[src/rtl/bezp_pkg.sv]
`timescale 1ns / 1ps
// ----------------------------------------------------------------------------
// bezp_pkg
// Shared widths, register indexes, pipeline stage map and control types for
// the quadratic Bezier point unit.
// ----------------------------------------------------------------------------
package bezp_pkg;

  localparam int COORD_W   = 15;
  localparam int STEP_W    = 16;
  localparam int RAD_W     = 21;
  localparam int RES_W     = 32;
  localparam int REG_IDX_W = 3;
  localparam int WR_DATA_W = RAD_W;

  // restoring divider for t: quotient bits resolved per stage, and stage count
  localparam int DIV_BITS   = 4;
  localparam int DIV_STAGES = STEP_W / DIV_BITS;

  // pipeline stage map
  localparam int ST_IDX     = 0;
  localparam int ST_DIV0    = 1;
  localparam int ST_MUL     = ST_DIV0 + DIV_STAGES;
  localparam int ST_PROD    = ST_MUL + 1;
  localparam int ST_SUM     = ST_PROD + 1;
  localparam int ST_OUT     = ST_SUM + 1;
  localparam int NUM_STAGES = ST_OUT + 1;

  localparam logic [STEP_W-1:0] STEP_COUNT_RESET = 16'd4800;
  localparam logic [RAD_W-1:0]  RADIUS_RESET     = 21'd32768;

  typedef enum logic [REG_IDX_W-1:0] {
    REG_START_X    = 3'd0,
    REG_START_Y    = 3'd1,
    REG_CTRL_X     = 3'd2,
    REG_CTRL_Y     = 3'd3,
    REG_END_X      = 3'd4,
    REG_END_Y      = 3'd5,
    REG_STEP_COUNT = 3'd6,
    REG_RADIUS     = 3'd7
  } bezp_reg_e;

  typedef struct packed {
    logic en_mul;
    logic en_prod;
    logic en_sum;
  } bezp_axis_ctl_t;

endpackage

[src/rtl/bezp_axis.sv]
`timescale 1ns / 1ps
// ----------------------------------------------------------------------------
// bezp_axis
// Curve coordinate for one axis. The two de Casteljau levels fold into
//   r = c0*2^16 + 2*t*(c1-c0) + floor(t*t*(c2-2*c1+c0) / 2^16)
// which is exact for integer control points. Three register stages:
// products with t, product with t*t, final sum.
// ----------------------------------------------------------------------------
module bezp_axis import bezp_pkg::*; (
  input  logic                     clk,
  input  bezp_axis_ctl_t           ctl,
  input  logic [STEP_W-1:0]        t,
  input  logic signed [COORD_W-1:0] c0,
  input  logic signed [COORD_W-1:0] c1,
  input  logic signed [COORD_W-1:0] c2,
  output logic [RES_W-1:0]         r
);

  logic signed [COORD_W:0]   d0;
  logic signed [COORD_W+1:0] e;

  logic signed [STEP_W+COORD_W+1:0]          lin;
  logic        [2*STEP_W-1:0]                t_sq;
  logic signed [STEP_W+COORD_W+1:0]          lin_b;
  logic signed [2*STEP_W+COORD_W+2:0]        quad;

  // user must change config only while idle (not enforced here); these are then static during operation
  assign d0 = COORD_W'(c1) - COORD_W'(c0) + (COORD_W+1)'(0);
  assign e  = (COORD_W+2)'(c2) - ((COORD_W+2)'(c1) <<< 1) + (COORD_W+2)'(c0);

  always_ff @(posedge clk) begin
    if (ctl.en_mul) begin
      lin  <= $signed({1'b0, t}) * d0;
      t_sq <= t * t;
    end
    if (ctl.en_prod) begin
      lin_b <= lin;
      quad  <= $signed({1'b0, t_sq}) * e;
    end
    if (ctl.en_sum) begin
      r <= {{(RES_W-COORD_W-16){c0[COORD_W-1]}}, c0, 16'h0000}
           + {lin_b[RES_W-2:0], 1'b0}
           + quad[RES_W+15:16];
    end
  end

endmodule

[config.mk]
export PLATFORM = sky130hd
export DESIGN_NAME = bezp_axis
export DESIGN_NICKNAME = d
export VERILOG_FILES = /design/src/rtl/bezp_pkg.sv /design/src/rtl/bezp_axis.sv
export SDC_FILE = /design/constraint.sdc
export NUM_CORES = 2
export LEC_CHECK = 0
export ABC_AREA = 1
export BUFFER_PORTS_ARGS = -buffer_cell sky130_fd_sc_hd__buf_2
export CORE_AREA = 2 2 420 422
export CTS_CLUSTER_DIAMETER = 80
export DETAILED_ROUTE_END_ITERATION = 16
export DIE_AREA = 0 0 422 424
export GPL_TIMING_DRIVEN = 0
export PLACE_DENSITY = 0.41
export REMOVE_ABC_BUFFERS = 1
export SLEW_MARGIN = 20
export SYNTH_ARGS = -nofsm -noshare
export SYNTH_HDL_FRONTEND = slang
export SYNTH_SLANG_ARGS = --single-unit
[constraint.sdc]
create_clock -name clk -period 8.5 [get_ports clk]
set_clock_uncertainty 0.1 [all_clocks]
set_input_delay 1.7 -clock clk [delete_from_list [all_inputs] [get_ports clk]]
set_output_delay 1.7 -clock clk [all_outputs]
set_load 0.01 [all_outputs]
# ---- Word level (Yosys, flattened, before mapping)
# Cells that the tools add are included.
dict set report word_totals {
  reg_bits 174
  input_bits 65
  word_cells 13
}
dict set report op_classes {
  n_addsub 5
  n_mul 3
}
# op count
set op_table {}
lappend op_table {{adder 32 bit} 2}
lappend op_table {{multiplier 33 x 17 -> 48 bit} 1}
lappend op_table {{multiplier 16 x 16 -> 32 bit} 1}
lappend op_table {{multiplier 17 x 16 -> 31 bit} 1}
lappend op_table {{adder 17 x 15 -> 17 bit} 1}
lappend op_table {{subtractor 15 x 16 -> 17 bit} 1}
lappend op_table {{subtractor 15 x 15 -> 16 bit} 1}

# ---- Logic depth before layout (Yosys ltp)
dict set report depth {
  depth_word 3
  mapped_depth 39
  mapped_depth_nobuf 38
}

# ---- Worst setup path before layout
# OpenSTA, ideal clock, no wires.
dict set report synth_timing {
  path_kind {input-to-reg}
  start {input port c0[2]}
  end {register quad[35], data pin}
  t_arrival_ns 7.954
  setup_slack_ns 0.193
  cell_stages 35
  n_path_buf 1
  cell_sequence {inv_1 fa_1 inv_1 ha_1 nand2_2 a21oi_2 inv_1 o211ai_1 or2_1 nand2_2 inv_2 buf_4 nand2_1 fa_1 inv_1 fa_1 inv_1 fa_1 inv_1 fa_1 fa_1 inv_1 fa_1 inv_1 ha_1 nand2_1 nor2_1 inv_1 nor3_1 and3_1 nand2_1 nand2_1 nand2_1 nand3_1 nand2_1}
}
dict set report synth_via {
  elab_chain_cells 2
}
# item line
set synth_lines {}
lappend synth_lines {{start: declaration} bezp_axis.sv:13} ;# input logic signed [COORD_W-1:0] c0,
lappend synth_lines {{adder 17 x 15 -> 17 bit} bezp_axis.sv:29} ;# assign e = (COORD_W+2)'(c2) - ((COORD_W+2)'(c1) <<< 1) + (COORD_W+2)'(c0);
lappend synth_lines {{multiplier 33 x 17 -> 48 bit} bezp_axis.sv:38} ;# quad <= $signed({1'b0, t_sq}) * e;
lappend synth_lines {{end signal: assignment} bezp_axis.sv:38}
lappend synth_lines {{end: declaration} bezp_axis.sv:25} ;# logic signed [2*STEP_W+COORD_W+2:0] quad;
# Every way passes these cells.
# A chain may end at the register's enable or synchronous reset.

# ---- Worst setup path after layout
dict set report layout_timing {
  start {input port c0[8]}
  end {register quad[47], data pin}
}
# Same word-level chain as after synthesis.

==> results by group <==
STA
  • RSZ-0062 raised after global routing: yes
  • Slew Limit Fails: 0
  • Clock period minus worst slack: 8.58 ns
  • Tightest Pin Transition: 1.23 ns
  • Setup TNS: -0.150 ns
  • Final setup violation count: 7
  • Worst hold margin: 0.324 ns
  • Max-slew headroom: 17.8%
  • Crit share post-route: 101%
  • Achievable Freq: 0.117 GHz
  • Endpoints failing hold: 0
  • Worst setup margin: -0.0802 ns

Clock network
  • Skew-Pair Late Insertion Delay: 0.48 ns
  • CTS tree: done
  • Total CTS buffers: 17
  • H-tree Lvls: 4
  • Clock buffer depth: 2
  • Clock Tree Root: clkbuf_16
  • Reg clk slew, reported paths: 0.07 ns
  • Sink Count: 157

Global route
  • Total track usage: 17.9%
  • Global-route wire length before repair: 238000 µm
  • Vias in the first global route: 36.6k
  • Largest net degree at the start of global routing: 54
  • Antenna violations before repair: 7
  • Grt ovf: 0

Final layout
  • Filler instances: 19.0k
  • Nets: 6798
  • Final core utilization: 29.5%
  • Layout cells sized above 1: 15.2%
  • Layout Area Growth over Synthesis: 19.0%
  • Non-filler instance count after layout: 7821

Logic synthesis
  • Synth cell types: 56
  • Ys flop type: edfxtp_1
  • Most frequent cells after synthesis: inv_1, nand2_1, fa_1
  • Main combinational cell family by area after synthesis: adder cells
  • Post-Synth XOR/XNOR Area: 2.24%
  • Most frequent cell after synthesis: inv_1
  • Compound-Gate Fraction of Synth Area: 4.62%
  • Flops & latches, synth: 157
  • Syn Inst Count: 5289
  • Mapped cell area: 43400 µm²
  • Synth Area in Adders: 50.9%
  • Seq/Total Area, Yosys: 10.9%
  • Ys async rst share: 0%
  • Area leader, netlist: fa_1
  • Syn. warnings: 0
  • Number of flops mapped to enable cells by yosys: 157
  • Area contributors post-synth: fa_1, ha_1, inv_1, edfxtp_1, nand2_1
  • Yosys top cell area share: 38.5%
  • Mean post-synth cell area: 8.21 µm²
  • Synth Area in Simple Gates: 17.3%
  • Mux cell area share after synthesis: 0%

Worst setup path
  • Critical Setup Path Class: in2reg
  • CP max FO: 6
  • CP dominant cell by count: inv_1
  • R2r setup slk: 1.84 ns
  • WP data required: 8.62 ns
  • Critical path's slowest cell: fa_2
  • Critical Path AT: 8.70 ns
  • CP max stage delay: 0.59 ns
  • Startpoint Class: input pin
  • CP endpoint kind: register

Detailed routing
  • Vias per Instance: 4.50
  • 1st-iter DRT viols: 2520
  • Post-detailed-route wirelength per cell: 20.6 µm
  • Pre-Repair DR Iteration Count: 6
  • Detailed-route wire length: 161000 µm
  • Post-route ant nets: 0
  • DR vias: 35.2k
  • DRC: 0

Die
  • Die width: 422 µm
  • Starting density of the core: 24.8%
  • Total core area: 175000 µm²
  • Io pins: 97
  • Die Height: 424 µm
  • Die area: 179000 µm²
  • Row count: 154

Run status
  • Status: finished, violations left
  • Failing checks: setup timing

Worst hold path
  • Min-delay worst type: reg2reg

Placed design
  • Final HPWL DP: 122000 µm
  • PortBufs: 96
  • GPL Wtd Cong: 0.883
  • Post-Place Cells: 7598

Flow run
  • Max-cap violations: 0
[cell families (layout without fill, tap and decap cells)]
logic type,count (synthesis),after routing
adders and majority gates,1266,1266
buffers and inverters,1566,1737
and+or+nand+nor,1836,1845
other,2,14
DFF,157,157
AOI/OAI and AO/OA,351,351
xor gates and xnor gates,111,111
[stage by stage]
step	setup slack, ns	cell area (µm²)
after detailed placement	-2.11	46400
final	-0.0802	51700
after global placement	-3.13	46100
after CTS	-0.119	49900
after floorplan	-0.0414	42700
after global routing	-0.275	51700
[worst max-delay path, delay by kind of cell]
family | cells | cell delay (ns)
buffers and inverters | 11 | 0.96
adders and majority gates | 9 | 4.24
and+or+nand+nor | 11 | 1.08
AOI/OAI and AO/OA | 4 | 0.68
[what timing repair did]
action	4_1_cts	5_1_grt
buffers inserted	103	67
pin swaps	146	160
hold buffers	0	0
endpoints found under the setup margin	49	50
gates resized for setup	421	320
cloned	18	3
[flip-flops by register name, summed over array words and instances (netlist names)]
register  cells
lin_b        31
r            32
quad         32
lin          31
t_sq         31
[layout by cell type (no fill, tap or decap), types with 20 or more instances in the layout]
cell type,synthesis,layout
a21o_1,20,20
a21oi_1,175,126
a21oi_2,6,32
a21oi_4,0,23
buf_12,0,34
buf_2,19,78
buf_4,5,131
edfxtp_1,157,157
fa_1,835,799
fa_2,0,36
ha_1,431,379
ha_4,0,40
inv_1,1405,1343
inv_2,8,47
nand2_1,1011,922
nand2_2,15,61
nand2_4,3,35
nand2_8,1,20
nand3_1,239,202
nand3_2,2,31
nand4_1,28,28
nor2_1,456,389
nor2_2,7,41
nor2_4,0,33
nor3_1,35,24
o21ai_0,75,44
o21ai_1,7,21
xnor2_1,38,38
xor2_1,73,66
[layer usage]
layer	vias to the layer above	GRT usage [%]	part of all wire [%]
li1	16100	-	-
met1	18000	24.9	45
met2	930	30.0	48
met3	170	1.49	4.9
met4	4	3.98	2.5
met5	-	0	0.017
[worst paths after layout]
kind / start / cells past startpoint / endpoint
setup / recovery: c0[8] / 35 / quad[47]
hold / removal: lin[30] / 0 / lin_b[30]
setup reg to reg: t_sq[10] / 19 / quad[39]
hold reg to reg: lin[30] / 0 / lin_b[30]
[area by class of cell]
cell class	count	area (µm²)	share of cell area, %
diodes	1	2.50	0.00484
clock buffers	17	425	0.823
clock inverters	15	150	0.291
inverters	1419	5490	10.6
multi-input cells	3586	35300	68.3
flip-flops and latches	157	4710	9.12
well taps	2340	2930	5.67
repair buffers	276	2520	4.88
repair inverters	10	133	0.257
Power is not shown: default switching activity piles up to over one toggle a cycle in this logic, so the estimate is an artifact.
