===== config.mk =====
export PLATFORM = sky130hd
export DESIGN_NAME = bezp_div_stage
export DESIGN_NICKNAME = d
export VERILOG_FILES = /design/src/rtl/bezp_pkg.sv /design/src/rtl/bezp_div_stage.sv
export SDC_FILE = /design/constraint.sdc
export NUM_CORES = 1
export LEC_CHECK = 0
export BUFFER_PORTS_ARGS = -buffer_cell sky130_fd_sc_hd__buf_2
export CORE_UTILIZATION = 53
export DETAILED_ROUTE_END_ITERATION = 12
export HOLD_SLACK_MARGIN = 0.05
export PLACE_DENSITY = 0.78
export RECOVER_POWER = 100
export SLEW_MARGIN = 10
export SYNTH_ARGS = -nofsm -noshare
export SYNTH_HDL_FRONTEND = slang
export SYNTH_SLANG_ARGS = --single-unit

===== constraint.sdc =====
create_clock -name clk -period 10.6 [get_ports clk]
set_clock_uncertainty 0.1 [all_clocks]
set_input_delay 1.59 -clock clk [delete_from_list [all_inputs] [get_ports clk]]
set_output_delay 1.59 -clock clk [all_outputs]
set_load 0.1 [all_outputs]

===== src/rtl/bezp_pkg.sv =====
`timescale 1ns / 1ps
// ----------------------------------------------------------------------------
// bezp_pkg
// Shared widths, register indexes, pipeline stage map and control types for
// the quadratic Bezier point unit.
// ----------------------------------------------------------------------------
package bezp_pkg;

  localparam int COORD_W   = 15;
  localparam int STEP_W    = 16;
  localparam int RAD_W     = 21;
  localparam int RES_W     = 32;
  localparam int REG_IDX_W = 3;
  localparam int WR_DATA_W = RAD_W;

  // restoring divider for t: quotient bits resolved per stage, and stage count
  localparam int DIV_BITS   = 4;
  localparam int DIV_STAGES = STEP_W / DIV_BITS;

  // pipeline stage map
  localparam int ST_IDX     = 0;
  localparam int ST_DIV0    = 1;
  localparam int ST_MUL     = ST_DIV0 + DIV_STAGES;
  localparam int ST_PROD    = ST_MUL + 1;
  localparam int ST_SUM     = ST_PROD + 1;
  localparam int ST_OUT     = ST_SUM + 1;
  localparam int NUM_STAGES = ST_OUT + 1;

  localparam logic [STEP_W-1:0] STEP_COUNT_RESET = 16'd4800;
  localparam logic [RAD_W-1:0]  RADIUS_RESET     = 21'd32768;

  typedef enum logic [REG_IDX_W-1:0] {
    REG_START_X    = 3'd0,
    REG_START_Y    = 3'd1,
    REG_CTRL_X     = 3'd2,
    REG_CTRL_Y     = 3'd3,
    REG_END_X      = 3'd4,
    REG_END_Y      = 3'd5,
    REG_STEP_COUNT = 3'd6,
    REG_RADIUS     = 3'd7
  } bezp_reg_e;

  typedef struct packed {
    logic en_mul;
    logic en_prod;
    logic en_sum;
  } bezp_axis_ctl_t;

endpackage


===== src/rtl/bezp_div_stage.sv =====
`timescale 1ns / 1ps
// ----------------------------------------------------------------------------
// bezp_div_stage
// One stage of the pipelined restoring divider that forms t. Resolves
// DIV_BITS quotient bits per cycle while en is high; the remainder entering is
// always below the divisor, so a single compare and subtract settles each bit.
// ----------------------------------------------------------------------------
module bezp_div_stage import bezp_pkg::*; (
  input  logic              clk,
  input  logic              en,
  input  logic [STEP_W-1:0] divisor,
  input  logic [STEP_W-1:0] rem_in,
  input  logic [STEP_W-1:0] quo_in,
  output logic [STEP_W-1:0] rem_out,
  output logic [STEP_W-1:0] quo_out
);

  logic [STEP_W-1:0]   rem_next;
  logic [DIV_BITS-1:0] qbits;

  always_comb begin : div_steps
    logic [STEP_W:0]   shifted;
    logic [STEP_W-1:0] r;
    r     = rem_in;
    qbits = '0;
    for (int i = 0; i < DIV_BITS; i++) begin
      shifted = {r, 1'b0};
      if (shifted >= {1'b0, divisor}) begin
        shifted                  = shifted - {1'b0, divisor};
        qbits[DIV_BITS-1-i]      = 1'b1;
      end
      r = shifted[STEP_W-1:0];
    end
    rem_next = r;
  end

  always_ff @(posedge clk) begin
    if (en) begin
      rem_out <= rem_next;
      quo_out <= {quo_in[STEP_W-DIV_BITS-1:0], qbits};
    end
  end

endmodule


* Yosys cells after proc, flatten, opt, wreduce, memory -nomap -nowiden *
Index checks and enable logic that the tools add are counted.

storage, ports and cells
  output and inout bits = 32
  input port bits = 50
  logic and storage cells = 19
  register bits = 32

operators by class
  magnitude comparators = 4
  add/subtract/negate cells = 4
  mux-type cells = 8

operators by type and width
  cell                                                            count
  17-bit by 16-bit greater-or-equal comparator with 1-bit output  4
  16-bit two-way mux                                              4
  16-bit subtractor                                               4
  1-bit two-way mux                                               4

* Depth between registers and ports, before layout *
Gate-level depths: netlist of run 1.

  word-level depth = 8
  depth in mapped cells = 43
  mapped depth without buffers = 38

* Worst setup path before layout of run 1 *
No wires, ideal clock.

  path kind = input to register
  start = input divisor[1]
  end = register rem_out[10] (data pin)
  arrival = 9.709 ns
  slack = 0.531 ns
  required time = 10.240 ns
  buffers on the path = 5
  stages on the path = 39
  setup time = 0.260 ns
  cell sequence = inv_1 > ha_1 > nor2b_1 > o31a_1 > o21bai_2 > a21oi_1 > nor2_2 > buf_2 > mux2_2 > ha_1 > o2111ai_1 > a31oi_1 > o21ai_1 > a31o_2 > o211ai_4 > buf_2 > mux2_2 > ha_1 > [... 3 more ...] > o41ai_2 > o21ai_0 > o221ai_1 > o221a_1 > buf_6 > buf_2 > nand2_1 > o31ai_1 > ha_1 > o21ai_0 > a21oi_1 > o41ai_1 > nor4b_1 > o211ai_1 > a21oi_2 > nand2_4 > buf_12 > mux2_4

on the way
  longest elaborated chain between the ends = 8
  elaborated cells on any way between the ends = 12
  classes of those cells = 4 x add/sub; 4 x order compare; 4 x mux

RTL lines
  element                                                                                              RTL line                                    RTL
  start: declaration                                                                                   bezp_div_stage.sv:11                        input logic [STEP_W-1:0] divisor,
  16-bit subtractor or 17-bit by 16-bit greater-or-equal comparator with 1-bit output (tied branches)  bezp_div_stage.sv:29, bezp_div_stage.sv:28
  16-bit two-way mux                                                                                   bezp_div_stage.sv:28                        if (shifted >= {1'b0, divisor}) begin
  16-bit subtractor or 17-bit by 16-bit greater-or-equal comparator with 1-bit output (tied branches)  bezp_div_stage.sv:29, bezp_div_stage.sv:28
  16-bit two-way mux                                                                                   bezp_div_stage.sv:28
  16-bit subtractor or 17-bit by 16-bit greater-or-equal comparator with 1-bit output (tied branches)  bezp_div_stage.sv:29, bezp_div_stage.sv:28
  16-bit two-way mux                                                                                   bezp_div_stage.sv:28
  16-bit subtractor or 17-bit by 16-bit greater-or-equal comparator with 1-bit output (tied branches)  bezp_div_stage.sv:29, bezp_div_stage.sv:28
  16-bit two-way mux *                                                                                 bezp_div_stage.sv:28
  via div_steps.shifted[10]                                                                            bezp_div_stage.sv:22                        logic [STEP_W:0] shifted;
  end signal: assignment                                                                               bezp_div_stage.sv:39                        rem_out <= rem_next;
  end: declaration                                                                                     bezp_div_stage.sv:14                        output logic [STEP_W-1:0] rem_out,

The timed path passes the listed nets; every way through them passes the cells marked *.
A chain may end at the register's enable or synchronous reset.

* Final worst setup path of run 1 *
  start = input divisor[8]
  end = register rem_out[7] (data pin)

on the way
  longest elaborated chain between the ends = 8
  elaborated cells on any way between the ends = 12
  classes of those cells = 4 x add/sub; 4 x order compare; 4 x mux

RTL lines
  element                                                                                              RTL line
  16-bit subtractor or 17-bit by 16-bit greater-or-equal comparator with 1-bit output (tied branches)  bezp_div_stage.sv:29, bezp_div_stage.sv:28
  16-bit two-way mux                                                                                   bezp_div_stage.sv:28
  16-bit subtractor or 17-bit by 16-bit greater-or-equal comparator with 1-bit output (tied branches)  bezp_div_stage.sv:29, bezp_div_stage.sv:28
  16-bit two-way mux                                                                                   bezp_div_stage.sv:28
  17-bit by 16-bit greater-or-equal comparator with 1-bit output or 16-bit subtractor (tied branches)  bezp_div_stage.sv:28, bezp_div_stage.sv:29
  16-bit two-way mux                                                                                   bezp_div_stage.sv:28
  16-bit subtractor or 17-bit by 16-bit greater-or-equal comparator with 1-bit output (tied branches)  bezp_div_stage.sv:29, bezp_div_stage.sv:28
  16-bit two-way mux *                                                                                 bezp_div_stage.sv:28
  via div_steps.shifted[7]                                                                             bezp_div_stage.sv:22

Marked as above.

==> summary.txt, run 1 <==
Status
  • Status: complete, but fails checks
  • Failing checks: max-capacitance violations, max-slew violations

Job
  • MaxCap Viol Count: 1

CTS
  • Post-CTS sizing: 0
  • CTS H-tree lvls: 2
  • CTS tree: built
  • Clock tree buffer depth: 2
  • Postcts setup bufs: 0
  • Clock slew at reported path FFs: 0.07 ns
  • Clk sink count: 32
  • Root buf cell: clkbuf_8
  • Cts hold-fix bufs: 0
  • Cts bufs inserted: 5

STA
  • Final setup violation count: 0
  • Setup_tns: 0 ns
  • Hold WS: 1.374 ns
  • Final hold violations: 0
  • Relative slew slack: -14.23%
  • Period minus WS final: 10.13 ns
  • Fin. max-slew vios: 33
  • Fmax: 98.67 MHz
  • Final period util: 95.61%
  • Worst Tran Pin Value: 1.713 ns
  • RSZ-0062 raised after global routing: no
  • Setup ws final: 0.4653 ns

Route
  • DR iter-0 viols: 215
  • Drt drc: 0
  • Antenna viol nets, final: 0
  • Via Count: 4465
  • Drt pass-1 iters: 5
  • DR WL/cell: 17.15 microns
  • Routed vias/inst: 6.050
  • Post-Route WL: 12660 microns

Placement
  • Post-Place Worst Slack: 0.1414 ns
  • GP Congestion: 0.9562
  • IO Port Bufs: 77
  • Placed wire-length estimate: 10250 microns

Layout
  • Leading cell type in the layout, fill and taps excluded: ha_1
  • Net count, final: 741
  • Share of cells above drive strength 1: 23.81%
  • Fill count: 745
  • Most frequent cells in the layout: ha_1 (60), buf_2 (44), a21oi_1 (41), nor2_1 (37), nand2_1 (34)
  • Ant. Diodes: 0
  • Area delta synth->final: 16.62%

Synth
  • Ys flop type: edfxtp_1
  • EDFF count, synth: 32
  • Seq/Total Area, Yosys: 20.39%
  • Synth cell types: 69
  • Top post-synthesis cells by area: edfxtp_1 (20%), ha_1 (16%), mux2_2 (6.5%)
  • Post-synth ARST share: 0%
  • Synth Net Count: 636
  • Avg Inst Size Synth: 8.995 sq um
  • Post-synth top area share: 20.39%
  • Seq cells post-synth: 32
  • Syn Inst Count: 524
  • Largest area contributor in the netlist: edfxtp_1
  • Area of the mapped netlist: 4713 sq um
  • Yosys Warn Count: 0

Floorplanning
  • Row cnt: 34
  • Initial Util: 54.31%
  • Die height: 96.30 microns
  • Die X: 96.30 microns
  • Die Footprint: 9274 sq um
  • Core area: 8678 sq um
  • Boundary pin count: 82

Setup path
  • CP max FO: 16
  • Top cell by count, worst path: ha_1
  • CP delay by family, top: compound AO/OA/AOI/OAI gates
  • Crit path DAT: 10.07 ns
  • Critical Path End Type: flip-flop
  • CP required: 10.54 ns
  • Worst path bufs/invs: 6
  • CP Depth: 39
  • CP Class: in2reg
  • Slowest cell delay on critical path: 0.43 ns
  • Critical-path top delay cell: ha_1
  • Critical path launch point type: primary input

Global route
  • Initial antenna violation count: 0
  • GRT met1 Usage: 34.43%
  • First-pass GRT wire length: 19840 microns
  • Global routing's busiest layer: met2
  • Met3 usage: 3.002%
  • Largest net degree at the start of global routing: 33
  • GRT Resource Usage Total: 27.86%
  • Vias in the first global route: 4198
  • Total congestion overflow: 0
  • Met2 GRT Util: 51.00%

Hold path
  • Worst hold path stage count: 1
  • Hold/Removal Path Class: in2reg
routing by layer:
metal  vias up  part of all wire (%)
met5         -                     0
met1      2106                    46
met4         0                   2.0
li1       2190                     -
met3        23                   4.5
met2       146                    48
cells by family (layout without fill, tap and decap cells):
family / count (synthesis) / after routing / synth area share (%)
buffers and inverters: 36 / 142 / 3.663
AO/OA/AOI/OAI: 168 / 168 / 24.66
flip-flops: 32 / 32 / 20.39
XOR/XNOR: 45 / 45 / 8.362
multiplexers: 43 / 43 / 11.49
AND/OR/NAND/NOR: 138 / 138 / 14.81
adder cells (fa/ha/maj): 62 / 62 / 16.62
metrics by stage:
step                      area [sq um]  utilization, %  cells
after detailed placement          5393           62.14    730
after floorplan                   4713               -    524
after global placement            5393           62.14    730
after CTS                         5504           63.42    738
final                             5497           63.34    738
after global routing              5497           63.34    738
worst paths after layout:
check	start	endpoint	slack (ns)
max	divisor[8]	rem_out[7]	0.47
min	quo_in[10]	quo_out[14]	1.37
cells in the mapped netlist, types with 3 or more instances:
master / number
nand3_1: 7
ha_1: 61
a31oi_1: 3
or3_1: 4
xnor2_1: 24
buf_2: 4
o21bai_1: 5
edfxtp_1: 32
o211ai_1: 3
mux2_2: 27
inv_1: 25
mux2_4: 13
a41oi_1: 4
a21o_1: 26
o31a_1: 3
nand4_1: 6
o21a_1: 11
or2_2: 4
o21ai_0: 30
a211oi_1: 3
a21boi_0: 3
nor2_1: 37
nor2b_1: 12
nor3_1: 7
and2_1: 4
xor2_1: 21
and3_1: 5
o31ai_1: 7
o41ai_1: 3
a21oi_1: 42
and4_1: 4
nand2b_1: 7
nand2_1: 34
flip-flops by register name, summed over array words and instances, names as in the netlist:
| signal | cells |
|---|---|
| quo_out | 16 |
| rem_out | 16 |
layout make-up:
class	count	area [sq um]	share of cell area [%]
multi-input cells	456	3610	65.67
flip-flops and latches	32	960.9	17.48
repair buffers	107	573.1	10.43
well taps	108	135.1	2.458
inverters	27	106.4	1.935
clock buffers	5	68.82	1.252
clock inverters	3	42.54	0.7740
Power of run 1 is not shown: default switching activity piles up to over one toggle a cycle in this logic, so the estimate is an artifact.
==> run 2, diff against run 1 <==
--- a/config.mk
+++ b/config.mk
@@ -6,10 +6,10 @@
 export NUM_CORES = 1
 export LEC_CHECK = 0
 export BUFFER_PORTS_ARGS = -buffer_cell sky130_fd_sc_hd__buf_2
-export CORE_UTILIZATION = 53
+export CORE_UTILIZATION = 47
 export DETAILED_ROUTE_END_ITERATION = 12
 export HOLD_SLACK_MARGIN = 0.05
-export PLACE_DENSITY = 0.78
+export PLACE_DENSITY = 0.7
 export RECOVER_POWER = 100
 export SLEW_MARGIN = 10
 export SYNTH_ARGS = -nofsm -noshare
==> constraint.sdc (replaced) <==
create_clock -name clk -period 9 [get_ports clk]
set_clock_uncertainty 0.1 [all_clocks]
set_input_delay 1.35 -clock clk [delete_from_list [all_inputs] [get_ports clk]]
set_output_delay 1.35 -clock clk [all_outputs]
set_load 0.1 [all_outputs]
==> run 2 against run 1 <==
  * The run ends with max-capacitance violations, max-slew violations, negative setup slack left
  * Critical path depth up 1
  * Setup slack worse by 0.55 ns
  * First-iteration DRC count down 14%
  * Critical path type unchanged
  * Critical endpoint is now rem_out[12]
==> summary.txt, run 2 (synthesis gave the netlist of run 1 again) <==
Status
  • Failing checks: max-capacitance violations, max-slew violations, negative setup slack
  • Status: complete, but fails checks

Route
  • Post-Route WL: 17130 microns (+35%)
  • Via Count: 5379 (+20%)
  • Drt pass-1 iters: 4 (-1)
  • Antenna viol nets, final: 0 (unchanged)
  • Routed vias/inst: 5.597 (-7.5%)
  • DR WL/cell: 17.83 microns (+3.9%)
  • DR iter-0 viols: 184 (-14%)
  • Drt drc: 0 (unchanged)

CTS
  • Clock tree buffer depth: 2 (unchanged)
  • CTS tree: built
  • Cts bufs inserted: 5 (unchanged)
  • Clk sink count: 32 (unchanged)
  • Root buf cell: clkbuf_8
  • CTS H-tree lvls: 2 (unchanged)
  • Cts hold-fix bufs: 0 (unchanged)
  • Clock slew at reported path FFs: 0.08 ns (about the same)

Layout
  • Share of cells above drive strength 1: 52.42% (+29 points)
  • Ant. Diodes: 0 (unchanged)
  • Largest registers: quo_out (16), rem_out (16)
  • Area delta synth->final: 67.75%
  • Most frequent cells in the layout: buf_4 (217), buf_2 (43), ha_1 (36), nor2_1 (35), clkbuf_1 (33)
  • Leading cell type in the layout, fill and taps excluded: buf_4
  • Post-Layout Cell Count: 961 (+30%)
  • Net count, final: 939 (+27%)
  • Final Cell Area: 7906 sq um (+44%)

STA
  • Fin. max-slew vios: 33 (unchanged)
  • Final setup violation count: 15 (+15)
  • Hold WS: 1.126 ns (-0.2487 ns)
  • Period minus WS final: 9.082 ns
  • Worst Tran Pin Value: 1.650 ns (-0.06297 ns)
  • Fmax: 110.1 MHz
  • Relative slew slack: -10.03% (+4.2 points)
  • RSZ-0062 raised after global routing: yes
  • Final hold violations: 0 (unchanged)
  • Setup ws final: -0.08229 ns (-0.5475 ns)
  • Final period util: 100.9%

Floorplanning
  • Die height: 102.1 microns (+6.1%)
  • Initial Util: 48.44% (-5.9 points)
  • Core area: 9729 sq um (+12%)
  • Row cnt: 36 (+5.9%)
  • Die Footprint: 10430 sq um (+12%)
  • Boundary pin count: 82 (unchanged)
  • Die X: 102.1 microns (+6.1%)

Global route
  • First-pass GRT wire length: 23940 microns (+21%)
  • Vias in the first global route: 5174 (+23%)
  • Largest net degree at the start of global routing: 33 (unchanged)
  • Total congestion overflow: 0 (unchanged)
  • GRT Resource Usage Total: 29.46% (+1.6 points)
  • Initial antenna violation count: 0 (unchanged)

Power and ir drop
  • Pwr dens: 472.5 nW/um^2
  • Overall power: 0.003736 W
  • Worst VDD drop: 0.3285 mV
  • P_leak: 3.630 nW

Setup path
  • Critical Path End Type: flip-flop
  • Critical-path top delay cell: o41ai_4
  • CP required: 8.93 ns (-1.61 ns)
  • CP Class: in2reg
  • Slowest cell delay on critical path: 0.42 ns (about the same)
  • Crit path DAT: 9.01 ns (-1.06 ns)
  • Top cell by count, worst path: a21oi_2
  • CP max FO: 8 (-8)
  • Critical path launch point type: primary input
  • Worst path bufs/invs: 6 (unchanged)
  • CP delay by family, top: compound AO/OA/AOI/OAI gates

Placement
  • Placed wire-length estimate: 12280 microns (+20%)
  • GP Congestion: 0.9651 (+0.93%)
  • IO Port Bufs: 77 (unchanged)
  • Placed Area: 6978 sq um (+29%)
  • Placed cell count: 908 (+24%)

Job
  • MaxCap Viol Count: 1 (unchanged)

Hold path
  • HP Start: quo_in[4]
  • Worst hold path stage count: 1 (unchanged)
  • Hold/Removal Path Class: in2reg
  • WHS Endpoint: quo_out[8]
[run 2: cell count changes in the layout (fill, tap and decap cells not counted), sizes merged]
cell	change
inv	-4
nand2	+1
o211ai	+1
clkinvlp	+4
buf	+196
[run 2: power breakdown]
| part | total, W | switching (W) | internal [W] |
|---|---|---|---|
| registers | 0.000296 | 0.0000111 | 0.000285 |
| logic | 0.00330 | 0.00168 | 0.00162 |
| clock network | 0.000138 | 0.0000558 | 0.0000819 |
[run 2: how the worst max path moves through the flow]
stage | from | end | slack (ns) | depth (start not counted)
floorplan | divisor[1] | rem_out[10] | 0.03 | 39
global placement | divisor[9] | rem_out[7] | -0.61 | 35
detailed placement | divisor[1] | rem_out[12] | -0.82 | 38
CTS | divisor[1] | rem_out[1] | 0.001 | 41
global route | divisor[1] | rem_out[12] | -0.30 | 39
finish | divisor[1] | rem_out[12] | -0.08 | 40
[run 2: final cells by class]
cell class / count / area, sq um
Fill cell: 606 / 1823
Clock buffer: 5 / 68.82
Inverter: 27 / 121.4
Tap cell: 133 / 166.4
Timing Repair Buffer: 303 / 2097
Sequential cell: 32 / 960.9
Clock inverter: 3 / 42.54
Multi-Input combinational cell: 458 / 4449
[run 2: repair_timing]
action                     4_1_cts  5_1_grt
setup endpoints to repair       17       17
cloned                           2        0
setup buffers                   17       26
pin swaps                       14       45
resized for setup               28       73
[run 2: routing by layer]
metal	track usage (%)	routed length (microns)	up-vias
met1	34.19	7111	2564
li1	-	-	2583
met2	55.09	8557	178
met3	3.010	731	54
met5	0	0	-
met4	11.65	733	0
[run 2: per-stage QoR]
stage	setup TNS [ns]	worst slack, ns	utilization [%]
2_1_floorplan	0	0.03035	-
3_3_place_gp	-9.660	-0.6143	71.72
3_5_place_dp	-12.92	-0.8167	71.72
4_1_cts	0	0.001086	75.90
5_1_grt	-4.242	-0.2999	81.26
6_report	-0.8608	-0.08229	81.26
(Power assumes the default switching activity.)
